==> src/hw/rtl/sfr_pkg.sv <==
// shared constants, types and address function for the square frame rotator
`timescale 1ns / 1ps
package sfr_pkg;

  localparam int MAX_SIDE   = 32;
  localparam int PIX_W      = 32;
  localparam int CFG_W      = 6;
  localparam int POS_W      = $clog2(MAX_SIDE);
  localparam int BANK_WORDS = MAX_SIDE * MAX_SIDE;
  localparam int STORE_WORDS = 2 * BANK_WORDS;
  localparam int ADDR_W     = $clog2(STORE_WORDS);
  localparam int SIDE_RST   = (32 > MAX_SIDE) ? MAX_SIDE : 32;

  typedef logic [POS_W-1:0]  pos_t;
  typedef logic [ADDR_W-1:0] addr_t;

  typedef struct packed {
    logic  we;
    addr_t waddr;
    logic  re;
    addr_t raddr;
  } mem_req_t;

  function automatic addr_t store_addr(input logic bank, input pos_t row, input pos_t col);
    addr_t base;
    base = bank ? ADDR_W'(BANK_WORDS) : '0;
    return base + ADDR_W'(ADDR_W'(row) * ADDR_W'(MAX_SIDE)) + ADDR_W'(col);
  endfunction

endpackage

==> src/hw/rtl/sfr_seq.sv <==
// raster position sequencer, bank control and output handshake
`timescale 1ns / 1ps
module sfr_seq (
  input  logic                      clk,
  input  logic                      rst_n,
  input  logic                      cfg_we,
  input  logic [sfr_pkg::CFG_W-1:0] cfg_wdata,
  input  logic                      in_valid,
  output logic                      in_stall,
  output logic                      out_valid,
  input  logic                      out_stall,
  output logic                      out_last,
  output sfr_pkg::mem_req_t         mem_req
);

  sfr_pkg::pos_t side_m1_r, side_m1_nxt;
  sfr_pkg::pos_t row_r, row_nxt;
  sfr_pkg::pos_t col_r, col_nxt;
  logic          bank_r, bank_nxt;
  logic          ready_r, ready_nxt;
  logic          oval_r, oval_nxt;
  logic          last_r, last_nxt;
  logic          accept;
  logic          row_end, col_end;
  sfr_pkg::pos_t rd_col;

  // a held result blocks new reads so the ram output stays put
  assign in_stall = oval_r & out_stall;
  assign accept   = in_valid & ~in_stall;
  assign col_end  = (col_r == side_m1_r);
  assign row_end  = (row_r == side_m1_r);
  assign rd_col   = side_m1_r - row_r;

  always_comb begin
    side_m1_nxt = side_m1_r;
    row_nxt     = row_r;
    col_nxt     = col_r;
    bank_nxt    = bank_r;
    ready_nxt   = ready_r;
    oval_nxt    = oval_r & out_stall;
    last_nxt    = last_r;
    if (accept) begin
      oval_nxt = ready_r;
      last_nxt = row_end & col_end;
      if (col_end) begin
        col_nxt = '0;
        if (row_end) begin
          row_nxt   = '0;
          bank_nxt  = ~bank_r;
          ready_nxt = 1'b1;
        end else begin
          row_nxt = row_r + 1'b1;
        end
      end else begin
        col_nxt = col_r + 1'b1;
      end
    end
    if (cfg_we) begin
      // zero means one, anything above the store size is clamped
      if (cfg_wdata == '0) begin
        side_m1_nxt = '0;
      end else if (int'(cfg_wdata) > sfr_pkg::MAX_SIDE) begin
        side_m1_nxt = sfr_pkg::POS_W'(sfr_pkg::MAX_SIDE - 1);
      end else begin
        side_m1_nxt = sfr_pkg::POS_W'(int'(cfg_wdata) - 1);
      end
      row_nxt   = '0;
      col_nxt   = '0;
      ready_nxt = 1'b0;
    end
  end

  always_ff @(posedge clk) begin
    if (!rst_n) begin
      side_m1_r <= sfr_pkg::POS_W'(sfr_pkg::SIDE_RST - 1);
      row_r     <= '0;
      col_r     <= '0;
      bank_r    <= 1'b0;
      ready_r   <= 1'b0;
      oval_r    <= 1'b0;
    end else begin
      side_m1_r <= side_m1_nxt;
      row_r     <= row_nxt;
      col_r     <= col_nxt;
      bank_r    <= bank_nxt;
      ready_r   <= ready_nxt;
      oval_r    <= oval_nxt;
    end
    last_r <= last_nxt;
  end

  // write and read always target opposite banks, so no same-entry overlap
  always_comb begin
    mem_req.we    = accept;
    mem_req.waddr = sfr_pkg::store_addr(bank_r, row_r, col_r);
    mem_req.re    = accept & ready_r;
    mem_req.raddr = sfr_pkg::store_addr(~bank_r, col_r, rd_col);
  end

  assign out_valid = oval_r;
  assign out_last  = last_r;

endmodule

==> config.mk <==
export PLATFORM = sky130hd
export DESIGN_NAME = sfr_seq
export DESIGN_NICKNAME = d
export VERILOG_FILES = /design/src/hw/rtl/sfr_pkg.sv /design/src/hw/rtl/sfr_seq.sv
export SDC_FILE = /design/constraint.sdc
export NUM_CORES = 1
export LEC_CHECK = 0
export ABC_CLOCK_PERIOD_IN_PS = 1950
export BUFFER_PORTS_ARGS = -buffer_cell sky130_fd_sc_hd__buf_2
export CAP_MARGIN = 20
export CORE_ASPECT_RATIO = 2
export CORE_MARGIN = 4
export CORE_UTILIZATION = 45
export DETAILED_ROUTE_END_ITERATION = 8
export GPL_ROUTABILITY_DRIVEN = 0
export PLACE_DENSITY = 0.68
export SLEW_MARGIN = 15
export SYNTH_ARGS = -nofsm -noshare
export SYNTH_HDL_FRONTEND = slang
export SYNTH_SLANG_ARGS = --single-unit
==> constraint.sdc <==
create_clock -name clk -period 1.95 [get_ports clk]
set_input_delay 0.39 -clock clk [delete_from_list [all_inputs] [get_ports clk]]
set_output_delay 0.39 -clock clk [all_outputs]
set_load 0.02 [all_outputs]
# After elaboration in Yosys (flattened, before gate mapping)
# Index checks and enable logic that the tools add are counted.
[totals] latch_bits=0 elab_cells=36 romBits=0 output_inout_bits=27 reg_bits=19 mem_bits_rw=0 input_bits=11 n_memories=0
[classes] bitwise_logic=7 n_div=0 reduce_logical=4 n_mul=0 eq_ne=2 n_addsub=8 mux=7 magnitude_cmp=1 shift=0
[ops] op="adder 11 x 10 -> 11 bit" count=2
[ops] op="adder 11 x 5 -> 11 bit" count=2
[ops] op="2-to-1 mux 11 bit" count=2
[ops] op="2-to-1 mux 5 bit" count=4
[ops] op="adder 5 x 1 -> 5 bit (second input constant)" count=2
[ops] op="equality test 5 bit" count=2
[ops] op="greater-than comparator 6 bit (second input constant)" count=1
[ops] op="logical NOT 6 bit" count=1
[ops] op="subtractor 5 x 1 -> 5 bit (second input constant)" count=1
[ops] op="subtractor 5 bit" count=1
[ops] op="AND 1 bit" count=4
[ops] op="inverter 1 bit" count=3
[ops] op="AND reduction 3 bit" count=1
[ops] op="AND reduction 2 bit" count=1
[ops] op="OR reduction 2 bit" count=1
[ops] op="2-to-1 mux 1 bit" count=1

# Longest topological paths before layout
[logic_depth] depth_word=4 ltp_mapped=7 depth_no_buf=7

# Least setup slack after synthesis
# Ideal clock, no wire load.
[synth_path] path_type="reg-to-output" from="register row_r[0]" to="output mem_req[4] (netlist name)" arrival_ps=1621 required_time_ps=1560 path_buffers=0 stages_incl_launch_ff=7 setup_slack_ps=-61 path_cell_list="dfxtp_1 > ha_1 > fa_1 > inv_1 > a21o_1 > a21oi_1 > xor2_1"
[synth_lines] item="start: declaration" line="sfr_seq.sv:17" text="sfr_pkg::pos_t row_r, row_nxt;"
[synth_lines] item="start signal: assignment" line="sfr_seq.sv:83" text="row_r <= row_nxt;"
[synth_lines] item="end: declaration" line="sfr_seq.sv:13" text="output sfr_pkg::mem_req_t mem_req"

==> impl_summary.log <==
[metrics] placement-stage worst setup slack: 9.16 ps
[metrics] cell-internal power: 619 uW
[metrics] status: finished, violations left
[metrics] share of the synthesized area in the top cell type: 0.287
[metrics] maximum number of pins on one net before global-route repair: 13
[metrics] post-synthesis instance area: 1260 um2
[metrics] count of filler cells inserted in the layout: 241
[metrics] worst clock skew: 6.95 ps
[metrics] full die area: 3750 um2
[metrics] distinct cell type count of the synthesized netlist: 37
[metrics] ratio of cells with drive above 1 in the final layout: 0.383
[metrics] Die Y: 82.7 um
[metrics] wire length of the first global-routing pass: 4.83 mm
[metrics] Worst Path Required: 1560 ps
[metrics] kind of launch point of the worst setup path: flip-flop
[metrics] placeable core region: 2600 um2
[metrics] combinational power share: 0.192
[metrics] peak fanout along the critical path: 2
[metrics] number of I/O port buffers: 37
[metrics] starting density of the core: 0.483
[metrics] synthesized netlist net count: 163
[metrics] post-synthesis instance total: 143
[metrics] Worst Hold Path EP: side_m1_r[4]$_SDFFE_PN1P_
[metrics] largest cells by area after synthesis: dfxtp_1, ha_1, xnor2_1
[metrics] most used flip-flop cell after synthesis: dfxtp_1
[metrics] post-synthesis register bit count: 19
[metrics] Worst R2R End: row_r[0]$_SDFFE_PP0P_
[metrics] top library cells by usage in the layout, fill and taps aside: buf_2, inv_1, dfxtp_1, buf_4, nor3_1
[metrics] Pre-Repair DR Iteration Count: 2
[metrics] area overhead of the layout relative to synthesis: 27.2%
[metrics] routed via count divided by cell count: 5.36
[metrics] Finish-stage setup viols: 2
[metrics] post-synth top area cell: dfxtp_1
[metrics] cell count of the worst reg-to-reg path: 6
[metrics] Detailed Route WL: 2.96 mm
[metrics] Remaining Overflow, GRT: 0
[metrics] count of standard-cell rows: 26
[metrics] Max-slew headroom: 0.736
[metrics] setup repair after global routing missed its margin: true
[metrics] total clock buffers created by CTS: 3
[metrics] count of unresolved DRC violations after routing: 0
[metrics] final worst-path setup slack: -94.6 ps
[metrics] number of diodes: 0
[metrics] post-synthesis async set-or-reset flop share: 0
[metrics] leakage power figure: 0.707 nW
[metrics] post-layout utilization of the core: 0.614
[metrics] mean cell area of the mapped netlist: 8.78 um2
[metrics] Setup Crit Path Kind: flip-flop to output pin
[metrics] antenna violations before repair: 0
[metrics] maximum resistive drop on vdd: 0.425 mV
[metrics] # H-tree levels: 1
[metrics] sequential share of power: 0.486
[metrics] hold depth: 2
[metrics] transition time of the tightest slew-check pin: 396 ps
[metrics] Clock Root Buffer: clkbuf_8
[metrics] Post-DRT Antenna Nets: 0
[metrics] commonest non-fill, non-tap cell in the layout: buf_2
[metrics] number of violations of the max-capacitance limit: 0
[metrics] failing checks: negative setup slack
[metrics] net switching share of the total power: 0.268
[metrics] minimum period implied by the final worst setup slack: 2040 ps
[metrics] worst-skew pair later-pin latency: 260 ps
[metrics] Max Buffers Root-to-Sink: 2
[metrics] vias post-DR: 1131
[metrics] Detail Placement HPWL: 2.47 mm
[metrics] max-slew violation count: 0
[metrics] Max Clock Freq: 489 MHz
[metrics] global-route usage over all layers: 0.174
[metrics] share of power burned in the clock network: 0.322
[metrics] reg2reg setup slack: 130 ps
[metrics] Routed wire per std cell: 14.0 um
[metrics] via count of the first global-routing pass: 1097
[metrics] clk slew on worst S/H paths: 70 ps
[metrics] number of sinks handled by clock tree synthesis: 19
[metrics] Synth warnings: 0
[metrics] Iteration-0 DRC Markers: 21
[metrics] CTS tree: done
[metrics] FF-to-FF Start: side_m1_r[0]$_SDFFE_PN1P_
[metrics] power consumption: 846 uW
[metrics] Worst Path Arrival: 1650 ps
[metrics] Post-CTS Hold Buffers: 0
[metrics] type of destination of the critical path: output pin
[metrics] power density over the cells: 529 nW/um2
[metrics] min-delay worst type: input pin to flip-flop
[metrics] die width: 45.4 um
[metrics] Final Hold Fails: 0
[metrics] number of enable-type register cells in the synthesized netlist: 1
[metrics] IO Count: 38
[metrics] share of the cycle needed by the critical path after routing: 1.05
[metrics] sequential area share after synthesis: 0.311
[metrics] origin of the worst min-delay path: rst_n
[metrics] net switching power figure: 227 uW
[metrics] number of nets at the end of the flow: 204
## Yosys cell counts (3+ instances only)
| cell type | number |
|---|---|
| dfxtp_1 | 18 |
| inv_1 | 17 |
| nor3_1 | 11 |
| ha_1 | 8 |
| xnor2_1 | 8 |
| a21oi_1 | 7 |
| buf_4 | 7 |
| xor2_1 | 7 |
| o21ai_0 | 6 |
| nand2_1 | 5 |
| a211o_1 | 4 |
| a21o_1 | 3 |
| a32o_1 | 3 |
| clkbuf_1 | 3 |
| mux2i_1 | 3 |
| nand3_1 | 3 |
| nand4_1 | 3 |
| o221ai_1 | 3 |
## layer usage
layer	routed length, um	GRT usage	part of all wire	up-vias
met5	0	0	0	-
met4	52	0.0704	0.018	0
met3	116	0.0260	0.039	6
met2	1670	0.331	0.57	28
met1	1110	0.178	0.38	528
li1	-	-	-	569
## state kept, by name (all words and copies together), names as in the netlist
signal,flops
col_r,5
row_r,5
side_m1_r,5
bank_r,1
out_last,1
out_valid,1
ready_r,1
## how the worst max path moves through the flow
stage                              startpoint  slack [ps]  cells after the start               endpoint
global route        side_m1_r[0]$_SDFFE_PN1P_        -170                      8             mem_req[4]
floorplan               row_r[1]$_SDFFE_PP0P_          30                      7  row_r[2]$_SDFFE_PP0P_
detailed placement  side_m1_r[0]$_SDFFE_PN1P_           9                      8             mem_req[4]
global placement    side_m1_r[0]$_SDFFE_PN1P_          60                      8             mem_req[4]
finish              side_m1_r[0]$_SDFFE_PN1P_         -90                      8             mem_req[4]
CTS                 side_m1_r[0]$_SDFFE_PN1P_        -120                      8             mem_req[4]
## worst max-delay path: stages, from the launching register on
cell,delay (ps)
dfxtp_2,340
inv_2,50
ha_4,160
fa_2,350
inv_2,50
a21o_1,110
a21oi_2,70
xor2_2,140
buf_6,130
## stage by stage
step	cell area [um2]	TNS [ps]	instances	hold WS [ps]
after floorplan	1270	0	143	432
after global placement	1470	0	204	442
after detailed placement	1470	0	204	450
after CTS	1580	-157	209	403
after global routing	1600	-313	211	418
final	1600	-112	211	406
## kinds of logic after synthesis
| family | Yosys count | synth area share |
|---|---|---|
| AO/OA/AOI/OAI | 31 | 0.180 |
| XOR/XNOR | 15 | 0.105 |
| adder cells (fa/ha/maj) | 10 | 0.104 |
| buffers and inverters | 30 | 0.118 |
| flip-flops | 19 | 0.311 |
| multiplexers | 3 | 0.0239 |
| AND/OR/NAND/NOR | 35 | 0.159 |
## area by class of cell
cell class | count | area (um2) | share of cell area
clock buffers | 4 | 45.0 | 0.0282
inverters | 17 | 63.8 | 0.0399
multi-input cells | 94 | 768 | 0.481
flip-flops and latches | 19 | 395 | 0.247
well taps | 28 | 35.0 | 0.0219
repair buffers | 49 | 290 | 0.182
## power groups by stage
| stage | Sequential [mW] | Clock [mW] | Combinational, mW |
|---|---|---|---|
| after global routing | 0.412 | 0.302 | 0.176 |
| after global placement | 0.419 | 0 | 0.139 |
| after floorplan | 0.420 | 0 | 0.0975 |
| final | 0.411 | 0.272 | 0.162 |
| after CTS | 0.411 | 0.279 | 0.158 |
| after detailed placement | 0.420 | 0 | 0.144 |
## what timing repair did
item | 4_1_cts | 5_1_grt
gates resized for setup | 14 | 3
pin swaps | 3 | 1
endpoints found under the setup margin | 3 | 3
buffers inserted | 1 | 2
endpoints found under the hold margin | 0 | 0
(Power assumes the default switching activity.)
